===== config.mk =====
export PLATFORM = sky130hd
export DESIGN_NAME = bmhq_seq
export DESIGN_NICKNAME = d
export VERILOG_FILES = /design/src/rtl/bmhq_pkg.sv /design/src/rtl/bmhq_seq.sv
export SDC_FILE = /design/constraint.sdc
export NUM_CORES = 1
export LEC_CHECK = 0
export ABC_AREA = 1
export BUFFER_PORTS_ARGS = -buffer_cell sky130_fd_sc_hd__clkbuf_2
export CAP_MARGIN = 20
export CORE_MARGIN = 5
export CORE_UTILIZATION = 38
export DETAILED_ROUTE_END_ITERATION = 10
export GPL_TIMING_DRIVEN = 1
export PLACE_DENSITY = 0.62
export SYNTH_ARGS = -nofsm -noshare
export SYNTH_HDL_FRONTEND = slang
export SYNTH_SLANG_ARGS = --single-unit

===== constraint.sdc =====
create_clock -name clk_i -period 11.45 [get_ports clk_i]
set_input_delay 1.145 -clock clk_i [delete_from_list [all_inputs] [get_ports clk_i]]
set_output_delay 1.145 -clock clk_i [all_outputs]
set_load 0.03 [all_outputs]

===== src/rtl/bmhq_pkg.sv =====
`default_nettype none

package bmhq_pkg;

  // Fixed field widths
  localparam int unsigned KeyW   = 32;
  localparam int unsigned FillW  = 11;
  localparam int unsigned StatW  = 2;

  // Default heap capacity
  localparam int unsigned CapacityDef = 1024;

  // Operation codes on the action field
  typedef enum logic {
    ACT_PUSH = 1'b0,
    ACT_POP  = 1'b1
  } action_e;

  // Result status codes
  typedef enum logic [StatW-1:0] {
    ST_OK    = 2'd0,
    ST_EMPTY = 2'd1,
    ST_FULL  = 2'd2
  } status_e;

  // One finished result from the sequencer
  typedef struct packed {
    logic signed [KeyW-1:0] popped;
    status_e                status;
    logic [FillW-1:0]       fill;
  } res_t;

endpackage

`default_nettype wire


===== src/rtl/bmhq_seq.sv =====
`default_nettype none

module bmhq_seq #(
  parameter int unsigned CAPACITY = bmhq_pkg::CapacityDef
) (
  input  wire logic                            clk_i,
  input  wire logic                            rst_ni,
  input  wire logic                            in_valid_i,
  output logic                                 in_ready_o,
  input  wire logic                            action_i,
  input  wire logic signed [bmhq_pkg::KeyW-1:0] value_i,
  output logic                                 res_valid_o,
  input  wire logic                            res_ready_i,
  output bmhq_pkg::res_t                       res_o,
  output logic                                 we_o,
  output logic [$clog2(CAPACITY)-1:0]          waddr_o,
  output logic [bmhq_pkg::KeyW-1:0]            wdata_o,
  output logic                                 re_a_o,
  output logic [$clog2(CAPACITY)-1:0]          raddr_a_o,
  input  wire logic [bmhq_pkg::KeyW-1:0]       rdata_a_i,
  output logic                                 re_b_o,
  output logic [$clog2(CAPACITY)-1:0]          raddr_b_o,
  input  wire logic [bmhq_pkg::KeyW-1:0]       rdata_b_i
);

  import bmhq_pkg::*;

  localparam int unsigned AW = $clog2(CAPACITY);
  localparam int unsigned CW = $clog2(CAPACITY + 1);
  localparam int unsigned LW = AW + 2;

  typedef enum logic [7:0] {
    S_IDLE   = 8'b0000_0001,
    S_UP_RD  = 8'b0000_0010,
    S_UP_CMP = 8'b0000_0100,
    S_DN_LD  = 8'b0000_1000,
    S_DN_RD  = 8'b0001_0000,
    S_DN_SEL = 8'b0010_0000,
    S_DN_CMP = 8'b0100_0000,
    S_DONE   = 8'b1000_0000
  } state_e;

  state_e                 state_q, state_d;
  logic [CW-1:0]          count_q, count_d;
  logic [AW-1:0]          pos_q, pos_d;
  logic [AW-1:0]          pick_q, pick_d;
  logic                   act_q, act_d;
  logic signed [KeyW-1:0] key_q, key_d;
  logic signed [KeyW-1:0] top_q, top_d;
  logic signed [KeyW-1:0] pick_val_q, pick_val_d;
  logic                   right_ok_q, right_ok_d;
  status_e                status_q, status_d;

  logic                   accept;
  logic [AW-1:0]          parent;
  logic [LW-1:0]          left_w, right_w, count_w;
  logic signed [KeyW-1:0] cmp_a, cmp_b;
  logic                   cmp_gt;

  assign in_ready_o = (state_q == S_IDLE);
  assign accept     = in_valid_i && in_ready_o;

  // Tree index arithmetic
  assign parent  = AW'((pos_q - AW'(1)) >> 1);
  assign left_w  = {1'b0, pos_q, 1'b1};
  assign right_w = left_w + LW'(1);
  assign count_w = LW'(count_q);

  // Shared signed comparator: cmp_a > cmp_b
  always_comb begin
    cmp_a = key_q;
    cmp_b = $signed(rdata_a_i);
    unique case (state_q)
      S_DN_SEL: begin
        cmp_a = $signed(rdata_b_i);
        cmp_b = $signed(rdata_a_i);
      end
      S_DN_CMP: begin
        cmp_a = pick_val_q;
        cmp_b = key_q;
      end
      default: begin
        cmp_a = key_q;
        cmp_b = $signed(rdata_a_i);
      end
    endcase
  end
  assign cmp_gt = cmp_a > cmp_b;

  // Sequencer
  always_comb begin
    state_d    = state_q;
    count_d    = count_q;
    pos_d      = pos_q;
    pick_d     = pick_q;
    act_d      = act_q;
    key_d      = key_q;
    top_d      = top_q;
    pick_val_d = pick_val_q;
    right_ok_d = right_ok_q;
    status_d   = status_q;
    we_o       = 1'b0;
    waddr_o    = pos_q;
    wdata_o    = key_q;
    re_a_o     = 1'b0;
    raddr_a_o  = '0;
    re_b_o     = 1'b0;
    raddr_b_o  = '0;

    unique case (state_q)
      S_IDLE: begin
        if (accept) begin
          act_d    = action_i;
          key_d    = value_i;
          status_d = ST_OK;
          if (action_i == ACT_PUSH) begin
            if (count_q == CW'(CAPACITY)) begin
              status_d = ST_FULL;
              state_d  = S_DONE;
            end else begin
              pos_d   = AW'(count_q);
              count_d = count_q + CW'(1);
              state_d = S_UP_RD;
            end
          end else begin
            if (count_q == '0) begin
              status_d = ST_EMPTY;
              state_d  = S_DONE;
            end else begin
              // Fetch root and last entry
              count_d   = count_q - CW'(1);
              re_a_o    = 1'b1;
              raddr_a_o = '0;
              re_b_o    = 1'b1;
              raddr_b_o = AW'(count_q - CW'(1));
              state_d   = S_DN_LD;
            end
          end
        end
      end

      S_UP_RD: begin
        if (pos_q == '0) begin
          we_o    = 1'b1;
          state_d = S_DONE;
        end else begin
          re_a_o    = 1'b1;
          raddr_a_o = parent;
          state_d   = S_UP_CMP;
        end
      end

      S_UP_CMP: begin
        we_o = 1'b1;
        if (cmp_gt) begin
          // Parent is smaller: move it down and climb
          wdata_o = rdata_a_i;
          pos_d   = parent;
          state_d = S_UP_RD;
        end else begin
          state_d = S_DONE;
        end
      end

      S_DN_LD: begin
        top_d   = $signed(rdata_a_i);
        key_d   = $signed(rdata_b_i);
        pos_d   = '0;
        state_d = S_DN_RD;
      end

      S_DN_RD: begin
        if (left_w >= count_w) begin
          we_o    = 1'b1;
          state_d = S_DONE;
        end else begin
          re_a_o     = 1'b1;
          raddr_a_o  = AW'(left_w);
          re_b_o     = 1'b1;
          raddr_b_o  = AW'(right_w);
          right_ok_d = right_w < count_w;
          state_d    = S_DN_SEL;
        end
      end

      S_DN_SEL: begin
        // Right child only when strictly larger
        if (right_ok_q && cmp_gt) begin
          pick_d     = AW'(right_w);
          pick_val_d = $signed(rdata_b_i);
        end else begin
          pick_d     = AW'(left_w);
          pick_val_d = $signed(rdata_a_i);
        end
        state_d = S_DN_CMP;
      end

      S_DN_CMP: begin
        we_o = 1'b1;
        if (cmp_gt) begin
          wdata_o = pick_val_q;
          pos_d   = pick_q;
          state_d = S_DN_RD;
        end else begin
          state_d = S_DONE;
        end
      end

      S_DONE: begin
        if (res_ready_i) begin
          state_d = S_IDLE;
        end
      end

      default: begin
        state_d = S_IDLE;
      end
    endcase
  end

  // Result of the finished transaction
  assign res_valid_o   = (state_q == S_DONE);
  assign res_o.popped  = (act_q == ACT_POP && status_q == ST_OK) ? top_q : '0;
  assign res_o.status  = status_q;
  assign res_o.fill    = FillW'(count_q);

  // Control state
  always_ff @(posedge clk_i or negedge rst_ni) begin
    if (!rst_ni) begin
      state_q <= S_IDLE;
      count_q <= '0;
    end else begin
      state_q <= state_d;
      count_q <= count_d;
    end
  end

  // Datapath registers
  always_ff @(posedge clk_i) begin
    pos_q      <= pos_d;
    pick_q     <= pick_d;
    act_q      <= act_d;
    key_q      <= key_d;
    top_q      <= top_d;
    pick_val_q <= pick_val_d;
    right_ok_q <= right_ok_d;
    status_q   <= status_d;
  end

`ifndef NO_ASSERTIONS
  a_count_bound: assert property (@(posedge clk_i) disable iff (!rst_ni)
    count_q <= CW'(CAPACITY))
    else $error("entry count above capacity");

  a_accept_busy: assert property (@(posedge clk_i) disable iff (!rst_ni)
    accept |=> !in_ready_o)
    else $error("sequencer idle right after accepting a transaction");

  a_write_in_heap: assert property (@(posedge clk_i) disable iff (!rst_ni)
    we_o && count_q != '0 |-> CW'(waddr_o) < count_q)
    else $error("heap write outside stored entries");

  a_res_hold: assert property (@(posedge clk_i) disable iff (!rst_ni)
    res_valid_o && !res_ready_i |=> res_valid_o && $stable(res_o))
    else $error("result dropped or changed while waiting");

  a_fail_zero: assert property (@(posedge clk_i) disable iff (!rst_ni)
    res_valid_o && res_o.status != ST_OK |-> res_o.popped == '0 && !we_o)
    else $error("failed operation popped a key or wrote the store");
`endif

endmodule

`default_nettype wire


### Word level (Yosys, flattened, before mapping)

Cells that the tools add are included.

| cells by class | value |
|---|---|
| add/sub/neg operators | 4 |
| multiply operators | 0 |
| divide/modulo/power cells | 0 |
| magnitude comparators | 3 |
| equal/unequal tests | 17 |
| shift operators | 0 |
| mux-type cells | 50 |
| bitwise logic cells | 1 |
| reduce and logical (&&, ||, !) cells | 15 |

Operator list:

| cell | count |
|---|---|
| 32-bit 2-to-1 mux | 6 |
| 32-bit case mux with 2 select lines | 3 |
| 10-bit 2-to-1 mux | 11 |
| 8-bit 2-to-1 mux | 9 |
| 8-bit case mux with 8 select lines | 1 |
| 10-bit case mux with 2 select lines | 2 |
| 10-bit case mux with 4 select lines | 1 |
| 11-bit 2-to-1 mux | 3 |
| 32-bit > comparator | 1 |
| 11-bit by 1-bit adder with 12-bit output, second input constant | 1 |
| 12-bit by 11-bit less-than comparator with 1-bit output | 1 |
| 2-bit inequality test, second input constant | 6 |
| 11-bit by 1-bit adder with 11-bit output, second input constant | 1 |
| 11-bit equality test, second input constant | 1 |
| 11-bit greater-or-equal comparator | 1 |
| 11-bit logical NOT | 1 |
| 11-bit by 1-bit subtractor with 11-bit output, second input constant | 1 |
| 10-bit logical NOT | 1 |
| 10-bit by 1-bit subtractor with 10-bit output, second input constant | 1 |
| 9-bit 2-to-1 mux | 1 |
| 8-bit by 1-bit equality test with 1-bit output, second input constant | 1 |
| 8-bit by 2-bit equality test with 1-bit output, second input constant | 1 |
| 8-bit by 3-bit equality test with 1-bit output, second input constant | 1 |
| 8-bit by 4-bit equality test with 1-bit output, second input constant | 1 |
| 18 further kinds | 33 |

| word-level totals | value |
|---|---|
| bits in registers | 139 |
| bits in latches | 0 |
| bits in writable memories | 0 |
| bits in read-only memories | 0 |
| input bits | 101 |
| output and inout bits | 112 |
| logic and storage cells | 101 |
| memories kept | 0 |

### Depth between registers and ports, before layout

Gate-level depths: netlist of run 1.

| logic depth | value |
|---|---|
| depth after elaboration | 5 |
| depth in mapped cells | 26 |
| mapped depth without buffers | 25 |

### Least setup slack after synthesis of run 1

No wires, ideal clock.

| path | value |
|---|---|
| path kind | register to output |
| from | register state_q[1] |
| to | output wdata_o[0] (netlist name) |
| arrival time | 4.329 ns |
| data required time | 10.305 ns |
| setup slack | 5.976 ns |
| cell stages (with the launch flop) | 19 |
| path buffers | 1 |
| path through | dfrtp_1 nor2_1 inv_2 nor2_1 nand2_1 inv_1 nor2_1 clkbuf_1 nand2_1 o221ai_1 ha_1 nand2_1 nor2_1 nand2_1 nor4_2 nand4_1 nand3_4 nor2_1 o21ai_0 |

| between the ends | value |
|---|---|
| longest elaborated chain between the ends | 5 |
| elaborated cells on any way between the ends | 9 |
| those cells by class | 1 x order compare; 3 x eq/ne; 5 x mux |

Ends and longest elaborated chain:

| what | line | RTL |
|---|---|---|
| start, declared | bmhq_seq.sv:43 | `state_e state_q, state_d;` |
| start signal, assigned | bmhq_seq.sv:233 | `state_q <= state_d;` |
| 8-bit by 7-bit equality test with 1-bit output / 8-bit by 6-bit equality test with 1-bit output (equally long branches) | bmhq_seq.sv:73, bmhq_seq.sv:110 |  |
| 32-bit case mux with 2 select lines / 32-bit 2-to-1 mux (equally long branches) | bmhq_seq.sv:73 | `unique case (state_q)` |
| 32-bit > comparator | bmhq_seq.sv:88 | `assign cmp_gt = cmp_a > cmp_b;` |
| 32-bit 2-to-1 mux, on equally long branches | bmhq_seq.sv:200, bmhq_seq.sv:155 |  |
| 32-bit case mux with 2 select lines (*) | bmhq_seq.sv:110 | `unique case (state_q)` |
| end, declared | bmhq_seq.sv:17 | `output logic [bmhq_pkg::KeyW-1:0] wdata_o,` |

Every way passes the cells marked *; elsewhere a longest branch is shown, timed or not.

### Final worst setup path of run 1

| path | value |
|---|---|
| from | register state_q[0] |
| to | output wdata_o[1] (netlist name) |

The elaborated chain is that of the path after synthesis.

==> results of run 1 <==
kinds of logic (layout without fill, tap and decap cells):
logic type                 count (synthesis)  count (layout)
and+or+nand+nor                          470             470
AOI/OAI and AO/OA                        289             289
buffers and inverters                    256             451
DFF                                      139             139
adders and majority gates                 56              56
xor gates and xnor gates                  26              26
path summary, 6_finish.rpt:
kind,endpoint,cells past startpoint
setup / recovery,wdata_o[1],21
hold / removal,waddr_o[9],2
setup reg to reg,pick_val_q[7],19
hold reg to reg,waddr_o[9],2
max in group asynchronous,state_q[0],1
min in group asynchronous,count_q[0],1
registers in the layout, indices dropped and copies added (netlist names):
| register | flops |
|---|---|
| key_q | 32 |
| pick_val_q | 32 |
| top_q | 32 |
| count_q | 11 |
| pick_q | 10 |
| waddr_o | 10 |
| state_q | 8 |
| status_q | 2 |
| act_q | 1 |
| right_ok_q | 1 |
per-stage QoR:
stage	cells	util, %	cell area [µm²]
2_1_floorplan	1236	-	9580
3_5_place_dp	1728	43.5	10900
4_1_cts	1759	46.0	11500
3_3_place_gp	1727	43.5	10900
5_1_grt	1761	46.1	11500
6_report	1761	46.1	11500
cells in the mapped netlist, drive strengths merged (3+ instances only):
master	count
o22ai	31
a21o	3
o221ai	20
xnor2	3
ha	56
nor3	10
o211ai	18
nand4	8
nor2	86
clkbuf	43
nor4	4
xor2	23
buf	15
o21ai	172
nand2	305
o21a	3
dfrtp	18
inv	197
nand3	54
a21oi	32
edfxtp	120
cells in the final DEF (no fill, tap or decap), drive strengths merged, types with 10 or more instances in the layout:
master,Yosys,final
a21oi,32,32
o21ai,172,172
buf,15,10
o22ai,31,31
clkbuf,43,231
inv,197,197
ha,56,56
nand2,305,305
nor2,86,86
edfxtp,120,120
xor2,23,23
nor3,10,10
dfrtp,18,18
o211ai,18,18
nand3,54,54
o221ai,20,20
power by group through the flow:
stage	Combinational [µW]	Clock [µW]	Sequential [µW]
6_report	1160	612	789
3_3_place_gp	1130	0	796
5_1_grt	1290	643	799
4_1_cts	1160	618	787
2_1_floorplan	784	0	818
3_5_place_dp	1150	0	795
cell type report:
type,instances,area [µm²],area share [%]
inverters,198,743,6.44
multi-input cells,841,4530,39.3
repair buffers,222,1150,9.94
flip-flops and latches,139,4080,35.3
clock inverters,12,196,1.70
well taps,330,413,3.58
clock buffers,19,433,3.75
worst max-delay path: stages (launching register included):
cell and delay (ns):
dfstp_2 0.52, nor2_1 0.04, inv_2 0.06, nor2_1 0.09, nand2_4 0.71, inv_2 0.50, nor2_4 0.78, nand2_1 0.10
o221ai_1 0.11, ha_1 0.23, nand2_1 0.08, nor2_1 0.15, nand2_1 0.12, nor4_2 0.26, nand4_1 0.44, buf_8 0.31
nand3_4 0.37, nor2_1 0.29, buf_6 0.26, nand2_1 0.06, nand3_1 0.10, clkbuf_2 0.21
layer usage:
metal / track usage (%) / vias to the layer above / part of all wire [%]
met3: 4.95 / 46 / 8.2
met2: 33.2 / 369 / 46
met4: 6.88 / 2 / 2.1
li1: - / 4507 / -
met1: 28.2 / 4260 / 44
met5: 0 / - / 0.046
==> results.sh, run 1 <==
export IMPL_num_vias=9184
export IMPL_ys_seq_area_share_pct=42.6
export IMPL_io_pins=213
export IMPL_n_antenna_cell=0
export IMPL_rsz0062_at_grt="no"
export IMPL_pwr_share_seq_pct=30.9
export IMPL_cts_resized_gates=0
export IMPL_ir_drop_mv=0.149
export IMPL_drt_wl_total_um=30300
export IMPL_worstPathRequired_ns=10.31
export IMPL_cp_max_fo=107
export IMPL_cts_buffers=17
export IMPL_initial_core_util_pct=38.3
export IMPL_fmax_mhz=135
export IMPL_dieArea_mm2=0.0285
export IMPL_setup_tns_ns=0
export IMPL_cts_buffer_depth=2
export IMPL_whs_ns=0.549
export IMPL_cp_arrival_ns=6.28
export IMPL_worst_pin_slew_ns=0.998
export IMPL_slew_headroom_pct=33.4
export IMPL_clkLatencyLatePin_ns=0.43
export IMPL_drv_cap=0
export IMPL_reg2reg_from="state_q[0]"
export IMPL_synth_edf_count=120
export IMPL_root_buffer="clkbuf_16"
export IMPL_synth_xor_area_share_pct=2.38
export IMPL_cts_tree="done"
export IMPL_grt_antenna_before_repair=1
export IMPL_area_delta_synth_final_pct=20.5
export IMPL_drive_above_1_share_pct=18.9
export IMPL_cts_hold_buf=0
export IMPL_p_sw_uw=1140
export IMPL_cts_setup_buffers=0
export IMPL_via_per_inst=5.22
export IMPL_first_global_vias=8972
export IMPL_combinationalPowerShare_pct=45.2
export IMPL_grt_pass1_wl_um=47200
export IMPL_final_min_period_over_clock_period_pct=64.9
export IMPL_place_ws_ns=3.74
export IMPL_pwr_share_clk_pct=23.9
export IMPL_r2r_slack_ns=5.24
export IMPL_critPathLaunch="state_q[0]"
export IMPL_cts_sinks=139
export IMPL_synth_simple_area_share_pct=20.1
export IMPL_ys_async_sr_fraction_pct=13.7
export IMPL_ys_ff_latch=139
export IMPL_row_count=58
export IMPL_gp_congestion=0.834
export IMPL_synth_top_area_share_pct=37.6
export IMPL_outcome="completed"
export IMPL_hold_viol=0
export IMPL_fp_dieW_um=169
export IMPL_period_minus_slack_ns=7.43
export IMPL_endpoint_kind="primary output"
export IMPL_wl_per_cell_um=17.2
export IMPL_critical_path_class="flop to primary output"
export IMPL_power_total_uw=2560
export IMPL_drtIter0Drc=857
export IMPL_synth_fa_ha_area_share_pct=7.31
export IMPL_final_setup_viol_count=0
export IMPL_synth_top_area_cell="edfxtp_1"
export IMPL_fp_dieH_um=169
export IMPL_cts_clk_slew_worst_paths_ns=0.07
export IMPL_ant_nets=0
export IMPL_leakagePower_uw=0.00561
export IMPL_synth_mux_area_share_pct=0
export IMPL_finalClockSkew_ns=0.0145
export IMPL_gr_total_overflow=0
export IMPL_dr_pass1_iters=5
export IMPL_htreeDepth=4
export IMPL_netSwitchingFraction_pct=44.5
export IMPL_io_buffer_count=212
export IMPL_setup_slack_ns=4.02
export IMPL_synthTopCellsByArea="edfxtp_1, nand2_1, o21ai_0"
export IMPL_synth_ff_type="edfxtp_1"
export IMPL_coreArea_mm2=0.0250
export IMPL_hp_class="flop to flop"
export IMPL_route_detailed_drc=0
export IMPL_hpwl_um=21700
export IMPL_synth_cells=1236
export IMPL_grt_use_total_pct=20.9
export IMPL_finalMaxSlewViolations=0
export IMPL_grt_max_degree=108
export IMPL_fillCellCount=2552
export IMPL_intPower_uw=1420
export IMPL_critPathLaunchType="flop"
export IMPL_fin_nets=1576
export IMPL_synth_compound_area_share_pct=17.3
export IMPL_hp_start="pick_q[9]"
export IMPL_ys_warn_count=0
export IMPL_synth_cell_types=42
export IMPL_synth_top_family_by_area="simple AND/OR/NAND/NOR gates"
export IMPL_synth_nets=1393
export IMPL_syn_cell_area_mm2=0.00958
export IMPL_p_per_area_mw_per_mm2=221
export IMPL_avgSynthCellArea_um2=7.75
(Power assumes the default switching activity.)
==> run 2: changes to the inputs <==
--- a/config.mk
+++ b/config.mk
@@ -5,7 +5,7 @@
 export SDC_FILE = /design/constraint.sdc
 export NUM_CORES = 1
 export LEC_CHECK = 0
-export ABC_AREA = 1
+export ABC_AREA = 0
 export BUFFER_PORTS_ARGS = -buffer_cell sky130_fd_sc_hd__clkbuf_2
 export CAP_MARGIN = 20
 export CORE_MARGIN = 5
==> constraint.sdc (replaced) <==
create_clock -name clk_i -period 6.96 [get_ports clk_i]
set_input_delay 0.696 -clock clk_i [delete_from_list [all_inputs] [get_ports clk_i]]
set_output_delay 0.696 -clock clk_i [all_outputs]
set_load 0.03 [all_outputs]
==> results.sh, run 2 <==
export IMPL_outcome="completed"
export IMPL_ys_top_cells_by_count="nand2_1, edfxtp_1, ha_1, a22o_1, nor2_1"
export IMPL_htreeDepth=4
export IMPL_avgSynthCellArea_um2=10.2
export IMPL_drive_above_1_share_pct=27.8
export IMPL_first_global_vias=8418
export IMPL_root_buffer="clkbuf_16"
export IMPL_wl_per_cell_um=20.5
export IMPL_synth_most_common_cell="nand2_1"
export IMPL_endpoint_kind="primary output"
export IMPL_fmax_mhz=156
export IMPL_dieArea_mm2=0.0290
export IMPL_dp_cells=1451
export IMPL_route_detailed_drc=0
export IMPL_place_ws_ns=1.04
export IMPL_final_cells=1483
export IMPL_ys_seq_area_share_pct=41.7
export IMPL_fp_dieW_um=170
export IMPL_syn_cell_area_mm2=0.00978
export IMPL_cts_buffers=17
export IMPL_worst_pin_slew_ns=1.04
export IMPL_drtIter0Drc=625
export IMPL_fin_nets=1297
export IMPL_slew_headroom_pct=30.8
export IMPL_period_minus_slack_ns=6.43
export IMPL_ys_warn_count=0
export IMPL_post_route_util_pct=46.2
export IMPL_clkLatencyLatePin_ns=0.43
export IMPL_synth_top_area_cell="edfxtp_1"
export IMPL_io_pins=213
export IMPL_grt_max_degree=68
export IMPL_drv_cap=0
export IMPL_seqCellArea_mm2=0.00408
export IMPL_drt_wl_total_um=30400
export IMPL_ys_async_sr_fraction_pct=13.7
export IMPL_hpwl_um=21900
export IMPL_finalClockSkew_ns=0.0135
export IMPL_synth_ff_type="edfxtp_1"
export IMPL_setup_slack_ns=0.529
export IMPL_hp_class="input port to asynchronous set/reset pin"
export IMPL_synthTopCellsByArea="edfxtp_1, nand2_1, ha_1"
export IMPL_via_per_inst=5.63
export IMPL_fillCellCount=2461
export IMPL_setup_tns_ns=0
export IMPL_dr_pass1_iters=5
export IMPL_synth_cells=959
export IMPL_cts_sinks=139
export IMPL_grt_pass1_wl_um=47500
export IMPL_synth_cell_types=73
export IMPL_layout_common_cells="clkbuf_2, nand2_1, edfxtp_1, ha_1, a22o_1"
export IMPL_grt_antenna_before_repair=2
export IMPL_cp_arrival_ns=5.73
export IMPL_cts_buffer_depth=2
export IMPL_leakagePower_uw=0.00498
export IMPL_cp_max_fo=63
export IMPL_num_vias=8344
export IMPL_grt_use_total_pct=20.7
export IMPL_fp_dieH_um=170
export IMPL_top_regs="key_q (32), pick_val_q (32), top_q (32)"
export IMPL_worstPathRequired_ns=6.26
export IMPL_hold_viol=0
export IMPL_ir_drop_mv=0.159
export IMPL_gp_congestion=0.867
export IMPL_synth_nets=1116
export IMPL_final_setup_viol_count=0
export IMPL_row_count=58
export IMPL_rsz0062_at_grt="no"
export IMPL_io_buffer_count=212
export IMPL_critPathLaunchType="flop"
export IMPL_finalMaxSlewViolations=0
export IMPL_cts_resized_gates=0
export IMPL_synth_edf_count=120
export IMPL_cts_clk_slew_worst_paths_ns=0.07
export IMPL_p_per_area_mw_per_mm2=339
export IMPL_synth_top_area_share_pct=36.8
export IMPL_final_common_cell="clkbuf_2"
export IMPL_ys_ff_latch=139
export IMPL_final_min_period_over_clock_period_pct=92.4
export IMPL_cts_tree="done"
export IMPL_initial_core_util_pct=38.7
export IMPL_area_delta_synth_final_pct=19.4
export IMPL_cts_setup_buffers=0
export IMPL_coreArea_mm2=0.0253
export IMPL_whs_ns=0.252
export IMPL_gr_total_overflow=0
export IMPL_ant_nets=0
export IMPL_n_antenna_cell=0
export IMPL_cts_hold_buf=0
export IMPL_multi_input_area_mm2=0.00536
export IMPL_critical_path_class="flop to primary output"
-- run 2: kinds of logic after synthesis --
logic type,share of synthesized area (%)
AOI/OAI and AO/OA,16.3
xor gates and xnor gates,3.76
adders and majority gates,7.16
buffers and inverters,3.91
DFF,41.7
muxes,8.78
and+or+nand+nor,18.4
-- run 2: area by class of cell --
type	count	area share, %
Clock buffer	17	3.64
Clock inverter	15	1.15
Inverter	24	0.772
Multi-Input combinational cell	734	45.9
Sequential cell	139	34.9
Tap cell	330	3.54
Timing Repair Buffer	224	10.1
-- run 2: path summary, 6_finish.rpt --
kind                                    start  slack (ns)            end  cells after the start
max in group asynchronous              rst_ni        6.32     state_q[0]                      1
worst min-delay path                   rst_ni        0.25     count_q[8]                      1
min in group clk_i              rdata_a_i[14]        0.51      top_q[14]                      1
worst max register to register     state_q[4]        1.60  pick_val_q[0]                     15
worst min register to register      pick_q[2]        0.54     waddr_o[2]                      2
worst max-delay path               state_q[4]        0.53     wdata_o[5]                     16
-- run 2: through the flow --
step / area (µm²) / total power [µW]
finish: 11700 / 3960
global route: 11700 / 4210
CTS: 11700 / 3980
detailed placement: 11100 / 3090
global placement: 11100 / 3070
floorplan: 9780 / 2560
-- run 2: routing by layer --
layer | part of all wire, % | GRT usage [%] | vias to the layer above
li1 | - | - | 3943
met1 | 44 | 28.4 | 4019
met2 | 47 | 33.7 | 338
met3 | 7.2 | 4.30 | 40
met4 | 1.7 | 5.31 | 4
met5 | 0.069 | 0 | -
-- run 2: critical path, stage by stage, from the launching register on --
cell and delay (ns):
dfrtp_1 0.46, nor4_4 0.37, nand2_1 0.17, nor3b_2 0.25, buf_4 0.63, a22oi_1 0.17, nand2_1 0.13, ha_1 0.19
nand4_1 0.18, nor4_1 0.46, a21boi_1 0.24, o31ai_1 0.14, a31oi_2 0.42, or2_1 0.68, buf_4 0.34, a32o_1 0.20
clkbuf_2 0.21
-- run 2: power by group --
group / leakage (µW) / total [µW] / internal, µW / switching, µW
sequential: 0.00132 / 1320 / 1110 / 206
combinational: 0.00340 / 1760 / 631 / 1130
clock: 0.000263 / 881 / 469 / 412
total: 0.00498 / 3960 / 2210 / 1750
